**config.mk**
```make
export PLATFORM = sky130hd
export DESIGN_NAME = snr_differential_quantizer_packer_core
export DESIGN_NICKNAME = d
export VERILOG_FILES = /design/src/sv/sdqp_pkg.sv /design/src/sv/sdqp_serial_div.sv /design/src/sv/sdqp_packer.sv /design/src/sv/snr_differential_quantizer_packer_core.sv
export SDC_FILE = /design/constraint.sdc
export NUM_CORES = 1
export LEC_CHECK = 0
export BUFFER_PORTS_ARGS = -buffer_cell sky130_fd_sc_hd__buf_2
export CORE_AREA = 2 2 327 329
export CTS_CLUSTER_SIZE = 24
export DETAILED_ROUTE_END_ITERATION = 7
export DIE_AREA = 0 0 329 331
export RECOVER_POWER = 100
export SLEW_MARGIN = 20
export SYNTH_ARGS = -nofsm -noshare
export SYNTH_HDL_FRONTEND = slang
export SYNTH_SLANG_ARGS = --single-unit
```
**constraint.sdc**
```tcl
create_clock -name clk -period 7.41 [get_ports clk]
set_input_delay 1.482 -clock clk [delete_from_list [all_inputs] [get_ports clk]]
set_output_delay 1.482 -clock clk [all_outputs]
set_load 0.05 [all_outputs]
```
**src/sv/sdqp_pkg.sv**
```systemverilog
// Shared constants, register codes and control types for the SNR quantizer packer.
package sdqp_pkg;

	localparam int DEF_SAMPLE_WIDTH = 16;
	localparam int DEF_PACK_WIDTH   = 64;

	localparam int CODE_BITS_W = 7;
	localparam int ABS_W       = 16;
	localparam int DIFF_W      = 17;
	localparam int CFG_W       = 17;
	localparam int CFG_IDX_W   = 3;
	localparam int DIV_W       = 17;
	localparam int STATUS_W    = 2;
	localparam int BITS_USED_W = 7;

	localparam logic [CODE_BITS_W-1:0] MAX_CODE_BITS = 7'd64;

	localparam logic [CFG_IDX_W-1:0] REG_INITIAL_BITS = 3'd0;
	localparam logic [CFG_IDX_W-1:0] REG_DIFF_BITS    = 3'd1;
	localparam logic [CFG_IDX_W-1:0] REG_ABS_LOW      = 3'd2;
	localparam logic [CFG_IDX_W-1:0] REG_ABS_HIGH     = 3'd3;
	localparam logic [CFG_IDX_W-1:0] REG_DIFF_LOW     = 3'd4;
	localparam logic [CFG_IDX_W-1:0] REG_DIFF_HIGH    = 3'd5;

	localparam logic [CODE_BITS_W-1:0] RST_INITIAL_BITS = 7'd6;
	localparam logic [CODE_BITS_W-1:0] RST_DIFF_BITS    = 7'd4;
	localparam logic signed [ABS_W-1:0]  RST_ABS_LOW   = -16'sd1280;
	localparam logic signed [ABS_W-1:0]  RST_ABS_HIGH  = 16'sd7680;
	localparam logic signed [DIFF_W-1:0] RST_DIFF_LOW  = -17'sd1280;
	localparam logic signed [DIFF_W-1:0] RST_DIFF_HIGH = 17'sd1280;

	localparam logic [STATUS_W-1:0] STATUS_OK       = 2'd0;
	localparam logic [STATUS_W-1:0] STATUS_OVERFLOW = 2'd1;
	localparam logic [STATUS_W-1:0] STATUS_INVALID  = 2'd2;

	typedef struct packed {
		logic pack;
		logic mark_ovf;
		logic mark_inv;
		logic clear;
	} pk_cmd_t;

endpackage

```
**src/sv/sdqp_serial_div.sv**
```systemverilog
// Radix-2 serial quantizer divider: floor(n*2^w/d) one bit a cycle, then round-half-up fix.
module sdqp_serial_div #(
	parameter int QW = sdqp_pkg::DEF_PACK_WIDTH
) (
	input  logic                               clk,
	input  logic                               arst_n,
	input  logic                               start,
	input  logic [sdqp_pkg::DIV_W-1:0]         n,
	input  logic [sdqp_pkg::DIV_W-1:0]         d,
	input  logic [sdqp_pkg::CODE_BITS_W-1:0]   w,
	output logic                               done,
	output logic [QW-1:0]                      code
);
	import sdqp_pkg::*;

	localparam logic [1:0] DV_IDLE = 2'd0;
	localparam logic [1:0] DV_RUN  = 2'd1;
	localparam logic [1:0] DV_CORR = 2'd2;

	logic [1:0]             st_q;
	logic [DIV_W-1:0]       rem_q;
	logic [DIV_W-1:0]       den_q;
	logic [DIV_W-1:0]       num_q;
	logic [CODE_BITS_W-1:0] cnt_q;
	logic [QW-1:0]          quo_q;
	logic                   full_q;
	logic                   done_q;
	logic [QW-1:0]          code_q;

	logic [DIV_W:0]   p2;
	logic [DIV_W:0]   p_sub;
	logic             ge;
	logic             qbit;
	logic [DIV_W+1:0] lhs;
	logic [DIV_W+1:0] two_n;
	logic [DIV_W+1:0] two_r;
	logic [DIV_W+1:0] rhs;
	logic             adj_dn;
	logic             adj_up;
	logic [QW-1:0]    code_fix;

	always_comb begin
		p2    = {rem_q, 1'b0};
		ge    = p2 >= {1'b0, den_q};
		p_sub = p2 - {1'b0, den_q};
		qbit  = full_q | ge;
	end

	// Remainder of n*2^w/d decides whether the rounded result is one off the quotient.
	always_comb begin
		two_r  = {1'b0, rem_q, 1'b0};
		two_n  = (DIV_W+2)'({num_q, 1'b0});
		lhs    = two_r + (DIV_W+2)'(den_q);
		rhs    = (DIV_W+2)'(den_q) + two_n;
		adj_dn = lhs < two_n;
		adj_up = two_r >= rhs;
		if (full_q) begin
			code_fix = quo_q;
		end else if (adj_dn) begin
			code_fix = quo_q - QW'(1);
		end else if (adj_up) begin
			code_fix = quo_q + QW'(1);
		end else begin
			code_fix = quo_q;
		end
	end

	always_ff @(posedge clk or negedge arst_n) begin
		if (!arst_n) begin
			st_q   <= DV_IDLE;
			done_q <= 1'b0;
			cnt_q  <= '0;
		end else begin
			done_q <= 1'b0;
			case (st_q)
				DV_IDLE: begin
					if (start) begin
						cnt_q <= w;
						st_q  <= DV_RUN;
					end
				end
				DV_RUN: begin
					cnt_q <= cnt_q - CODE_BITS_W'(1);
					if (cnt_q == CODE_BITS_W'(1)) begin
						st_q <= DV_CORR;
					end
				end
				DV_CORR: begin
					done_q <= 1'b1;
					st_q   <= DV_IDLE;
				end
				default: begin
					st_q <= DV_IDLE;
				end
			endcase
		end
	end

	always_ff @(posedge clk) begin
		if (st_q == DV_IDLE && start) begin
			rem_q  <= n;
			den_q  <= d;
			num_q  <= n;
			quo_q  <= '0;
			full_q <= (n == d);
		end else if (st_q == DV_RUN) begin
			rem_q <= ge ? p_sub[DIV_W-1:0] : p2[DIV_W-1:0];
			quo_q <= {quo_q[QW-2:0], qbit};
		end
		if (st_q == DV_CORR) begin
			code_q <= code_fix;
		end
	end

	assign done = done_q;
	assign code = code_q;

endmodule

```
**src/sv/sdqp_packer.sv**
```systemverilog
// Frame accumulator: places codes LSB-first and tracks bit position and error flags.
module sdqp_packer #(
	parameter  int PW = sdqp_pkg::DEF_PACK_WIDTH,
	localparam int PB = $clog2(PW + 1)
) (
	input  logic                             clk,
	input  logic                             arst_n,
	input  sdqp_pkg::pk_cmd_t                cmd,
	input  logic [PW-1:0]                    code,
	input  logic [sdqp_pkg::CODE_BITS_W-1:0] w,
	output logic [PW-1:0]                    acc,
	output logic [PB-1:0]                    pos,
	output logic                             ovf,
	output logic                             inv
);
	import sdqp_pkg::*;

	logic [PW-1:0] acc_q;
	logic [PB-1:0] pos_q;
	logic          ovf_q;
	logic          inv_q;

	always_ff @(posedge clk or negedge arst_n) begin
		if (!arst_n) begin
			acc_q <= '0;
			pos_q <= '0;
			ovf_q <= 1'b0;
			inv_q <= 1'b0;
		end else if (cmd.clear) begin
			acc_q <= '0;
			pos_q <= '0;
			ovf_q <= 1'b0;
			inv_q <= 1'b0;
		end else begin
			if (cmd.pack) begin
				acc_q <= acc_q | (code << pos_q);
				pos_q <= pos_q + PB'(w);
			end
			if (cmd.mark_ovf) begin
				ovf_q <= 1'b1;
				pos_q <= PB'(PW);
			end
			if (cmd.mark_inv) begin
				inv_q <= 1'b1;
			end
		end
	end

	assign acc = acc_q;
	assign pos = pos_q;
	assign ovf = ovf_q;
	assign inv = inv_q;

endmodule

```
**src/sv/snr_differential_quantizer_packer_core.sv**
```systemverilog
// Top level of the SNR differential quantizer packer: control, clamp stage and result register.
//
// Usage:
//   Input stream (s_*): one SNR sample per item, tlast marks the final sample of a frame.
//   The first sample of a frame is clamped to the absolute range and quantized to the
//   initial code width; each later sample is coded as its clamped difference from the
//   previous raw sample at the difference code width. Codes pack LSB-first.
//   Output stream (m_*): one item per frame, issued after the tlast sample. tuser carries
//   the status (ok, overflow, invalid configuration).
//   Configuration: cfg_we/cfg_index/cfg_wdata, write only while the block is idle.
// Sequence:
//   A packed sample is worked through before the next is accepted; its time grows with w,
//   the code width in use, as set by the serial divider, one quotient bit a cycle.
//   A sample that packs nothing (overflow or bad configuration) skips the divider.
//   The result of a frame is registered onto m_tvalid from the final step of its tlast
//   sample, after the divider when that sample packs a code.
// Reset and stalls:
//   arst_n clears the frame state, restores the default registers and drops m_tvalid.
//   A result waits in the output register; the block keeps taking samples of the next
//   frame and holds only when a second result is ready while the first is still untaken.
module snr_differential_quantizer_packer_core #(
	parameter  int SAMPLE_WIDTH = sdqp_pkg::DEF_SAMPLE_WIDTH,
	parameter  int PACK_WIDTH   = sdqp_pkg::DEF_PACK_WIDTH,
	localparam int IN_DATA_W    = ((SAMPLE_WIDTH + 7) / 8) * 8,
	localparam int OUT_DATA_W   = ((PACK_WIDTH + sdqp_pkg::BITS_USED_W + 7) / 8) * 8
) (
	input  logic                           clk,
	input  logic                           arst_n,
	// configuration write port
	input  logic                           cfg_we,
	input  logic [sdqp_pkg::CFG_IDX_W-1:0] cfg_index,
	input  logic [sdqp_pkg::CFG_W-1:0]     cfg_wdata,
	// sample stream
	input  logic                           s_tvalid,
	output logic                           s_tready,
	input  logic [IN_DATA_W-1:0]           s_tdata,   // [SAMPLE_WIDTH-1:0] sample
	input  logic                           s_tlast,
	// result stream
	output logic                           m_tvalid,
	input  logic                           m_tready,
	output logic [OUT_DATA_W-1:0]          m_tdata,   // packed_res, then bits_used (7 bits)
	output logic [sdqp_pkg::STATUS_W-1:0]  m_tuser    // status
);
	import sdqp_pkg::*;

	// Wide enough for a raw difference and for the difference range registers.
	localparam int XW = (SAMPLE_WIDTH + 1 > DIV_W + 1) ? SAMPLE_WIDTH + 1 : DIV_W + 1;
	localparam int PB = $clog2(PACK_WIDTH + 1);

	localparam logic [1:0] ST_IDLE  = 2'd0;
	localparam logic [1:0] ST_CLAMP = 2'd1;
	localparam logic [1:0] ST_DIV   = 2'd2;
	localparam logic [1:0] ST_FIN   = 2'd3;

	// configuration registers
	logic [CODE_BITS_W-1:0]    ibits_q;
	logic [CODE_BITS_W-1:0]    dbits_q;
	logic signed [ABS_W-1:0]   alo_q;
	logic signed [ABS_W-1:0]   ahi_q;
	logic signed [DIFF_W-1:0]  dlo_q;
	logic signed [DIFF_W-1:0]  dhi_q;

	// frame-spanning state
	logic [1:0]                     state_q;
	logic signed [SAMPLE_WIDTH-1:0] prev_q;
	logic                           frame_start_q;

	// sample captured at acceptance
	logic signed [XW-1:0]   x_s1;
	logic signed [XW-1:0]   lo_s1;
	logic signed [XW-1:0]   hi_s1;
	logic [CODE_BITS_W-1:0] w_s1;
	logic                   last_s1;
	logic                   ok_s1;

	// result register
	logic                   out_valid_q;
	logic [PACK_WIDTH-1:0]  out_packed_q;
	logic [STATUS_W-1:0]    out_status_q;
	logic [BITS_USED_W-1:0] out_bits_q;

	logic                           in_acc;
	logic signed [SAMPLE_WIDTH-1:0] samp;
	logic signed [XW-1:0]           samp_x;
	logic signed [XW-1:0]           prev_x;
	logic signed [XW-1:0]           diff_x;
	logic                           cfg_ok;

	logic signed [XW-1:0]   clamped;
	logic signed [XW-1:0]   n_full;
	logic signed [XW-1:0]   d_full;
	logic [CODE_BITS_W:0]   end_pos;
	logic                   fits;

	logic                   div_start;
	logic                   div_done;
	logic [PACK_WIDTH-1:0]  div_code;

	pk_cmd_t                pk_cmd;
	logic [PACK_WIDTH-1:0]  pk_acc;
	logic [PB-1:0]          pk_pos;
	logic                   pk_ovf;
	logic                   pk_inv;

	logic                   out_free;
	logic                   out_load;
	logic [PACK_WIDTH-1:0]  res_packed;
	logic [STATUS_W-1:0]    res_status;
	logic [BITS_USED_W-1:0] res_bits;

	// Registers take writes at any time; the caller keeps them still while a frame runs.
	always_ff @(posedge clk or negedge arst_n) begin
		if (!arst_n) begin
			ibits_q <= RST_INITIAL_BITS;
			dbits_q <= RST_DIFF_BITS;
			alo_q   <= RST_ABS_LOW;
			ahi_q   <= RST_ABS_HIGH;
			dlo_q   <= RST_DIFF_LOW;
			dhi_q   <= RST_DIFF_HIGH;
		end else if (cfg_we) begin
			case (cfg_index)
				REG_INITIAL_BITS: ibits_q <= cfg_wdata[CODE_BITS_W-1:0];
				REG_DIFF_BITS:    dbits_q <= cfg_wdata[CODE_BITS_W-1:0];
				REG_ABS_LOW:      alo_q   <= cfg_wdata[ABS_W-1:0];
				REG_ABS_HIGH:     ahi_q   <= cfg_wdata[ABS_W-1:0];
				REG_DIFF_LOW:     dlo_q   <= cfg_wdata[DIFF_W-1:0];
				REG_DIFF_HIGH:    dhi_q   <= cfg_wdata[DIFF_W-1:0];
				default: ;
			endcase
		end
	end

	// Acceptance: take samples only when no earlier sample is still in work.
	assign s_tready = (state_q == ST_IDLE);
	assign in_acc   = s_tvalid && s_tready;

	always_comb begin
		samp   = s_tdata[SAMPLE_WIDTH-1:0];
		samp_x = XW'(samp);
		prev_x = XW'(prev_q);
		diff_x = samp_x - prev_x;
		cfg_ok = (ibits_q != '0) && (ibits_q <= MAX_CODE_BITS) &&
		         (dbits_q != '0) && (dbits_q <= MAX_CODE_BITS) &&
		         (alo_q < ahi_q) && (dlo_q < dhi_q);
	end

	// Capture the sample with the registers that apply to it.
	always_ff @(posedge clk) begin
		if (in_acc) begin
			last_s1 <= s_tlast;
			ok_s1   <= cfg_ok;
			if (frame_start_q) begin
				x_s1  <= samp_x;
				lo_s1 <= XW'(alo_q);
				hi_s1 <= XW'(ahi_q);
				w_s1  <= ibits_q;
			end else begin
				x_s1  <= diff_x;
				lo_s1 <= XW'(dlo_q);
				hi_s1 <= XW'(dhi_q);
				w_s1  <= dbits_q;
			end
		end
	end

	// previous sample and frame start advance on every sample, whatever its outcome
	always_ff @(posedge clk or negedge arst_n) begin
		if (!arst_n) begin
			prev_q        <= '0;
			frame_start_q <= 1'b1;
		end else if (in_acc) begin
			prev_q        <= samp;
			frame_start_q <= s_tlast;
		end
	end

	// Clamp stage: offset from the low bound and range span feed the divider.
	always_comb begin
		if (x_s1 < lo_s1) begin
			clamped = lo_s1;
		end else if (x_s1 > hi_s1) begin
			clamped = hi_s1;
		end else begin
			clamped = x_s1;
		end
		n_full  = clamped - lo_s1;
		d_full  = hi_s1 - lo_s1;
		end_pos = {1'b0, w_s1} + (CODE_BITS_W+1)'(pk_pos);
		fits    = end_pos <= (CODE_BITS_W+1)'(PACK_WIDTH);
	end

	assign out_free = !out_valid_q || m_tready;

	// Sequencer: clamp, divide and pack a valid code that fits, close the frame on its last sample.
	always_comb begin
		pk_cmd    = '0;
		div_start = 1'b0;
		out_load  = 1'b0;
		case (state_q)
			ST_CLAMP: begin
				pk_cmd.mark_inv = !ok_s1;
				pk_cmd.mark_ovf = ok_s1 && (pk_ovf || !fits);
				div_start       = ok_s1 && !pk_ovf && fits;
			end
			ST_DIV: begin
				pk_cmd.pack = div_done;
			end
			ST_FIN: begin
				out_load     = last_s1 && out_free;
				pk_cmd.clear = out_load;
			end
			default: ;
		endcase
	end

	always_ff @(posedge clk or negedge arst_n) begin
		if (!arst_n) begin
			state_q <= ST_IDLE;
		end else begin
			case (state_q)
				ST_IDLE: begin
					if (in_acc) begin
						state_q <= ST_CLAMP;
					end
				end
				ST_CLAMP: begin
					state_q <= div_start ? ST_DIV : ST_FIN;
				end
				ST_DIV: begin
					if (div_done) begin
						state_q <= ST_FIN;
					end
				end
				ST_FIN: begin
					// hold a frame's last sample here while the previous result is still untaken
					if (!last_s1 || out_free) begin
						state_q <= ST_IDLE;
					end
				end
				default: begin
					state_q <= ST_IDLE;
				end
			endcase
		end
	end

	sdqp_serial_div #(
		.QW(PACK_WIDTH)
	) u_div (
		.clk   (clk),
		.arst_n(arst_n),
		.start (div_start),
		.n     (n_full[DIV_W-1:0]),
		.d     (d_full[DIV_W-1:0]),
		.w     (w_s1),
		.done  (div_done),
		.code  (div_code)
	);

	sdqp_packer #(
		.PW(PACK_WIDTH)
	) u_packer (
		.clk   (clk),
		.arst_n(arst_n),
		.cmd   (pk_cmd),
		.code  (div_code),
		.w     (w_s1),
		.acc   (pk_acc),
		.pos   (pk_pos),
		.ovf   (pk_ovf),
		.inv   (pk_inv)
	);

	// Frame result: a bad configuration outranks an overflow.
	always_comb begin
		if (pk_inv) begin
			res_packed = '0;
			res_status = STATUS_INVALID;
			res_bits   = '0;
		end else if (pk_ovf) begin
			res_packed = '0;
			res_status = STATUS_OVERFLOW;
			res_bits   = BITS_USED_W'(pk_pos);
		end else begin
			res_packed = pk_acc;
			res_status = STATUS_OK;
			res_bits   = BITS_USED_W'(pk_pos);
		end
	end

	always_ff @(posedge clk or negedge arst_n) begin
		if (!arst_n) begin
			out_valid_q <= 1'b0;
		end else if (out_load) begin
			out_valid_q <= 1'b1;
		end else if (m_tready) begin
			out_valid_q <= 1'b0;
		end
	end

	always_ff @(posedge clk) begin
		if (out_load) begin
			out_packed_q <= res_packed;
			out_status_q <= res_status;
			out_bits_q   <= res_bits;
		end
	end

	assign m_tvalid = out_valid_q;
	assign m_tdata  = OUT_DATA_W'({out_bits_q, out_packed_q});
	assign m_tuser  = out_status_q;

`ifndef ASSERT_OFF
	a_pos_in_range: assert property (@(posedge clk) disable iff (!arst_n)
		(PB+1)'(pk_pos) <= (PB+1)'(PACK_WIDTH))
		else $error("bit position beyond pack width");

	a_done_in_div: assert property (@(posedge clk) disable iff (!arst_n)
		div_done |-> (state_q == ST_DIV))
		else $error("divider finished outside the divide step");

	a_clear_after_load: assert property (@(posedge clk) disable iff (!arst_n)
		out_load |=> (pk_pos == '0) && !pk_ovf && !pk_inv)
		else $error("frame state not cleared after result");

	a_ovf_bits_full: assert property (@(posedge clk) disable iff (!arst_n)
		(m_tvalid && (m_tuser == STATUS_OVERFLOW)) |->
		(out_bits_q == BITS_USED_W'(PACK_WIDTH)) && (out_packed_q == '0))
		else $error("overflow result with wrong bit count or data");

	a_no_accept_busy: assert property (@(posedge clk) disable iff (!arst_n)
		(div_start || pk_cmd.pack) |-> !s_tready)
		else $error("input ready while a sample is in work");
`endif

endmodule
```
==> results of run 1 <==
==> layout make-up <==
| cell class | instances | area, µm² |
|---|---|---|
| Sequential cell | 496 | 13370 |
| Inverter | 196 | 740.7 |
| Fill cell | 10810 | 70070 |
| Multi-Input combinational cell | 2381 | 16570 |
| Clock inverter | 37 | 385.4 |
| Timing Repair Buffer | 148 | 661.9 |
| Tap cell | 1391 | 1740 |
| Clock buffer | 65 | 1433 |
==> cells by family (layout without fill, tap and decap cells) <==
kind of cell    after synthesis  after routing  share of synthesized area
compound gates              708            708                     0.1356
simple gates               1070           1070                     0.1592
fa+ha+maj                   217            217                    0.08839
flops                       496            496                     0.4270
other cells                   1              1                  0.0001198
xor+xnor                    160            160                    0.04519
mux                         225            225                    0.09950
buf+inv                     373            446                    0.04511
==> final timing paths <==
kind / startpoint / to / slack [ns] / cells after the start
setup / recovery: u_packer.pos[3] / u_div.quo_q[16] / 1.37 / 11
hold / removal: u_div.quo_q[63] / u_div.quo_q[63] / 0.48 / 2
setup reg to reg: u_packer.pos[3] / u_div.quo_q[16] / 1.37 / 11
hold reg to reg: u_div.quo_q[63] / u_div.quo_q[63] / 0.48 / 2
max in group asynchronous: arst_n / alo_q[6] / 2.64 / 1
min in group asynchronous: arst_n / dlo_q[7] / 2.36 / 1
==> worst max-delay path: stages (launching register included) <==
cell	delay, ns
dfrtp_2	0.34
clkbuf_1	1.75
ha_1	0.53
a21oi_1	0.21
xnor2_1	0.11
or4_1	0.41
o31ai_1	0.29
nand3_1	0.11
clkbuf_1	0.47
inv_4	0.80
clkbuf_2	0.74
a21oi_1	0.09
==> Yosys cell counts, types with 33 or more instances <==
master,instances
and2_1,80
a21oi_1,256
clkbuf_1,153
and3_1,35
xor2_1,54
a31oi_1,33
nand3_1,44
nand2_1,432
dfxtp_1,64
o21ai_0,167
mux2_2,110
mux2i_1,57
xnor2_1,105
dfrtp_1,158
ha_1,210
nor2b_1,36
edfxtp_1,249
nor3_1,57
a21o_1,39
nor2_1,241
mux4_2,58
inv_1,191
==> flip-flops by register name, indices dropped and copies added, names as in the netlist, 2 cells and up <==
name / cells
dhi_q: 17
lo_s1: 17
u_div.den_q: 17
out_bits_q: 7
x_s1: 17
dlo_q: 17
u_div.rem_q: 17
w_s1: 7
u_packer.pos: 7
u_div.cnt_q: 7
u_div.st_q: 2
u_div.num_q: 17
state_q: 2
dbits_q: 7
ahi_q: 16
u_packer.acc: 64
u_div.code: 64
prev_q: 16
m_tuser: 2
u_div.quo_q: 64
ibits_q: 7
alo_q: 16
hi_s1: 17
out_packed_q: 64
==> routing by layer <==
metal,GRT usage,up-vias
met1,0.1997,11190
li1,-,11650
met3,0.01732,110
met4,0.04149,0
met2,0.2217,499
met5,0,-
==> report_power, final <==
group	internal (W)	leakage (nW)	switching [W]
clock	0.00157	0.893	0.00118
combinational	0.00199	8.14	0.00330
sequential	0.00370	5.09	0.000459
==> per-stage QoR <==
step	hold WS (ns)	instances	setup WS, ns	utilization	total power (W)
floorplan	0.4488	3250	2.284	-	0.008085
global placement	0.4565	4612	1.847	0.3172	0.009472
detailed placement	0.4667	4612	1.719	0.3172	0.009536
CTS	0.4747	4714	1.703	0.3345	0.01235
global route	0.5086	4714	0.7449	0.3325	0.01310
finish	0.4774	4714	1.372	0.3325	0.01220
==> flow_summary.json, run 1 <==
{
  "die_x_um": 329,
  "initial_utilization": 0.2983,
  "placed_area_mm2": 0.03330,
  "ir_worst_vdd_uv": 235.4,
  "final_cell_mix": "nand2_1, a21oi_1, edfxtp_1, nor2_1, ha_1",
  "antenna_found_initial": 0,
  "drtIter0Drc": 1558,
  "port_buffers": 116,
  "hp-class": "flip-flop to flip-flop",
  "timing_hold_violations_final": 0,
  "fin_setup_tns_ns": 0,
  "cellPowerDensity_mw_per_mm2": 349.6,
  "rsz0062_at_grt": "no",
  "routedWlPerCell_um": 16.40,
  "vias": 23450,
  "ys.flop_type": "edfxtp_1",
  "antenna_cells": 0,
  "gp_congestion": 0.8850,
  "path_clk_slew_ns": 0.06,
  "coreArea_mm2": 0.1050,
  "fin_crit_sh": 0.8148,
  "wl_met3_um": 3126,
  "wirelength_met1_um": 37620,
  "violations": "capacitance limit, slew limit",
  "drive_gt1_frac": 0.1068,
  "maxSlewHeadroom": -1.836,
  "seq_area_frac_synth": 0.4270,
  "yosys_register_bits": 496,
  "cts-root-buf": "clkbuf_16",
  "max_freq_ghz": 0.1656,
  "async_flop_share": 0.3690,
  "leakagePower_nw": 14.12,
  "yosysTopAreaCellShare": 0.2388,
  "fin_nets": 3536,
  "drt_first_pass_iters": 7,
  "fin_crit_ns": 6.038,
  "routed_wl_um": 77320,
  "finalInstanceArea_mm2": 0.03490,
  "die_y_um": 331,
  "topRoutingLayerUsed": "met4",
  "drcViolationCount": 0,
  "clock_tree.buffer_depth": 3,
  "synth_area_per_cell_um2": 9.635,
  "worstSkewPairLatency_ns": 0.66,
  "ctsResizeCount": 0,
  "ys_types": 80,
  "yosysTopAreaCell": "edfxtp_1",
  "synthCells": 3250,
  "grt_pass1_vias": 22170,
  "fp.dieArea_mm2": 0.1089,
  "cp-start-kind": "flip-flop",
  "cts_num_sinks": 496,
  "antenna_left": 0,
  "cts_buffers": 54,
  "grt_overflow": 0,
  "cp-end-kind": "flip-flop",
  "areaGrowthSynthToFinish_pct": 11.46,
  "synth_fp_nets": 3509,
  "worstPathMaxFanout": 77,
  "status": "complete, but fails checks",
  "grtUsageTotal": 0.1400,
  "cp.required_ns": 7.91,
  "final_common_cell": "nand2_1",
  "syn_area_mm2": 0.03131,
  "grt_pass1_wl_um": 123300,
  "cap_viol_max_count": 12,
  "fin_skew_ns": 0.06160,
  "worstMarginPinSlew_ns": 4.253,
  "grt_max_degree": 108,
  "io_pins": 118,
  "place_hpwl_um": 57960,
  "arrival_ns": 6.54,
  "vias_per_cell": 4.974,
  "path_class": "flip-flop to flip-flop",
  "cts_tree": "built",
  "yosysWarningCount": 0,
  "cts_hold_buffers": 0,
  "wl_met2_um": 34620,
  "post_cts_buffers": 0,
  "setup_viol": 0,
  "drv_slew": 747,
  "htree_num_levels": 2,
  "synthTopCellsByArea": "edfxtp_1, dfrtp_1, ha_1, nand2_1, mux4_2",
  "fp-row-count": 119,
  "synth_edf_count": 249
}
Power figures use the tool's default switching activity.
==> run 2, diff against run 1 <==
==> constraint.sdc (replaced) <==
create_clock -name clk -period 5.5 [get_ports clk]
set_input_delay 1.1 -clock clk [delete_from_list [all_inputs] [get_ports clk]]
set_output_delay 1.1 -clock clk [all_outputs]
set_load 0.05 [all_outputs]
==> flow_summary.json, run 2 (synthesized netlist as in run 1, its figures left out) <==
{
  "status": "complete, but fails checks",
  "violations": "capacitance limit, slew limit",
  "leakagePower_nw": 14.27,
  "grt_pass1_vias": 22690,
  "antenna_cells": 0,
  "grt_max_degree": 106,
  "vias_per_cell": 5.015,
  "maxSlewHeadroom": -1.586,
  "fin_skew_ns": 0.05459,
  "initial_utilization": 0.2983,
  "path_cells": "inv_1 -> ha_1 -> nor2b_1 -> o21a_1 -> o21bai_1 -> a211oi_1 -> a21o_1 -> o21ai_0 -> o31ai_2 -> a21oi_1 -> o21bai_1 -> xnor2_1 -> ha_1 -> a211oi_1 -> o211ai_1 -> o221ai_1 -> and3_2 -> nand3_1 -> buf_4 -> nor4_1 -> a31oi_1 -> xnor2_1",
  "fin_crit_ns": 5.171,
  "final_common_cell": "nand2_1",
  "drive_gt1_frac": 0.1172,
  "fin_setup_tns_ns": 0,
  "p_int_w": 0.01001,
  "setup_ws_ns": 0.3286,
  "drv_slew": 709,
  "path_class": "flip-flop to flip-flop",
  "port_buffers": 116,
  "max_freq_ghz": 0.1934,
  "cts-root-buf": "clkbuf_16",
  "vias": 23750,
  "cellPowerDensity_mw_per_mm2": 474.6,
  "grtUsageTotal": 0.1405,
  "coreArea_mm2": 0.1050,
  "setup_viol": 0,
  "worstSkewPairLatency_ns": 0.66,
  "antenna_left": 0,
  "place_hpwl_um": 58150,
  "clkPwrFrac": 0.231,
  "io_pins": 118,
  "finalInstanceArea_mm2": 0.03525,
  "drcViolationCount": 0,
  "grt_overflow": 0,
  "cp.required_ns": 5.90,
  "path_clk_slew_ns": 0.06,
  "arrival_ns": 5.58,
  "drt_first_pass_iters": 8,
  "antenna_found_initial": 0,
  "areaGrowthSynthToFinish_pct": 12.58,
  "critPathMaxStageDelay_ns": 0.45,
  "cts_buffers": 56,
  "power_frac_seq": 0.337,
  "drtIter0Drc": 1717,
  "fin_crit_sh": 0.9403,
  "timing_hold_violations_final": 0,
  "cts_num_sinks": 496,
  "cts_tree": "built",
  "cts_hold_buffers": 0,
  "placed_area_mm2": 0.03341,
  "gp_congestion": 0.9036,
  "clock_tree.buffer_depth": 3,
  "die_x_um": 329,
  "worstMarginPinSlew_ns": 3.879,
  "htree_num_levels": 2,
  "die_y_um": 331,
  "power_switching_w": 0.006717,
  "cap_viol_max_count": 10,
  "worstPathMaxFanout": 12,
  "final_cell_mix": "nand2_1, a21oi_1, edfxtp_1, nor2_1, ha_1",
  "dpl_worst_slack_ns": 0.1209,
  "grt_pass1_wl_um": 124200,
  "hp-class": "flip-flop to flip-flop",
  "fp-row-count": 119,
  "swShare": 0.4015,
  "crit_slowest_cell": "edfxtp_1",
  "pwr-share-comb": 0.432,
  "routed_wl_um": 77630,
  "rsz0062_at_grt": "no",
  "fin_nets": 3556,
  "cp-start-kind": "flip-flop",
  "routedWlPerCell_um": 16.39,
  "cp-end-kind": "flip-flop",
  "fp.dieArea_mm2": 0.1089,
  "ir_worst_vdd_uv": 282.0
}
==> run 2: cell count changes in the layout (fill, tap and decap cells not counted), sizes merged <==
cell    delta
buf       +19
clkbuf     +5
clkinv     -2
==> run 2: per-stage QoR <==
step / utilization / hold slack (ns) / cells / total power [W]
after global routing: 0.3358 / 0.5119 / 4736 / 0.01797
after global placement: 0.3183 / 0.4626 / 4624 / 0.01279
after floorplan: - / 0.4488 / 3250 / 0.01089
after detailed placement: 0.3183 / 0.4721 / 4624 / 0.01291
final: 0.3358 / 0.4812 / 4736 / 0.01673
after CTS: 0.3368 / 0.4855 / 4730 / 0.01685
==> run 2: power groups by stage <==
stage	Clock, W	Sequential [W]	Combinational (W)
2_1_floorplan	0	0.00572	0.00517
3_3_place_gp	0	0.00567	0.00712
3_5_place_dp	0	0.00569	0.00722
4_1_cts	0.00397	0.00562	0.00726
5_1_grt	0.00412	0.00574	0.00811
6_report	0.00386	0.00564	0.00723
==> run 2: critical path: cells and delay by family (launching register included) <==
family,cells,cell delay [ns]
XOR/XNOR,2,0.30
adder cells (fa/ha/maj),2,0.64
flip-flops,1,0.45
AO/OA/AOI/OAI,12,2.22
AND/OR/NAND/NOR,4,0.97
buffers and inverters,2,0.38
==> run 2: final timing paths <==
kind                                start        endpoint  slack (ns)  depth (start not counted)
setup / recovery           u_div.den_q[2]  u_div.code[17]        0.33                         22
hold / removal                 prev_q[14]      prev_q[14]        0.48                          2
setup reg to reg           u_div.den_q[2]  u_div.code[17]        0.33                         22
hold reg to reg                prev_q[14]      prev_q[14]        0.48                          2
max in group asynchronous          arst_n      prev_q[13]        2.55                          1
min in group asynchronous          arst_n        dhi_q[2]        1.35                          1
==> run 2: routing by layer <==
layer	up-vias	wire length (µm)	track usage
met4	0	1895	0.04110
met5	-	0	0
li1	11690	-	-
met3	103	3679	0.01977
met1	11390	37620	0.2002
met2	565	34430	0.2212
==> run 2: cell type report <==
| class | count | area, µm² |
|---|---|---|
| inverters | 196 | 738.2 |
| repair buffers | 166 | 822.0 |
| well taps | 1391 | 1740 |
| multi-input cells | 2381 | 16630 |
| clock buffers | 71 | 1520 |
| fillers | 10760 | 69720 |
| flip-flops and latches | 496 | 13370 |
| clock inverters | 35 | 421.7 |
==> run 2: repair_timing <==
item / in CTS / in global routing
endpoints found under the setup margin: 0 / 63
gates resized for setup: 0 / 11
setup buffers: 0 / 5
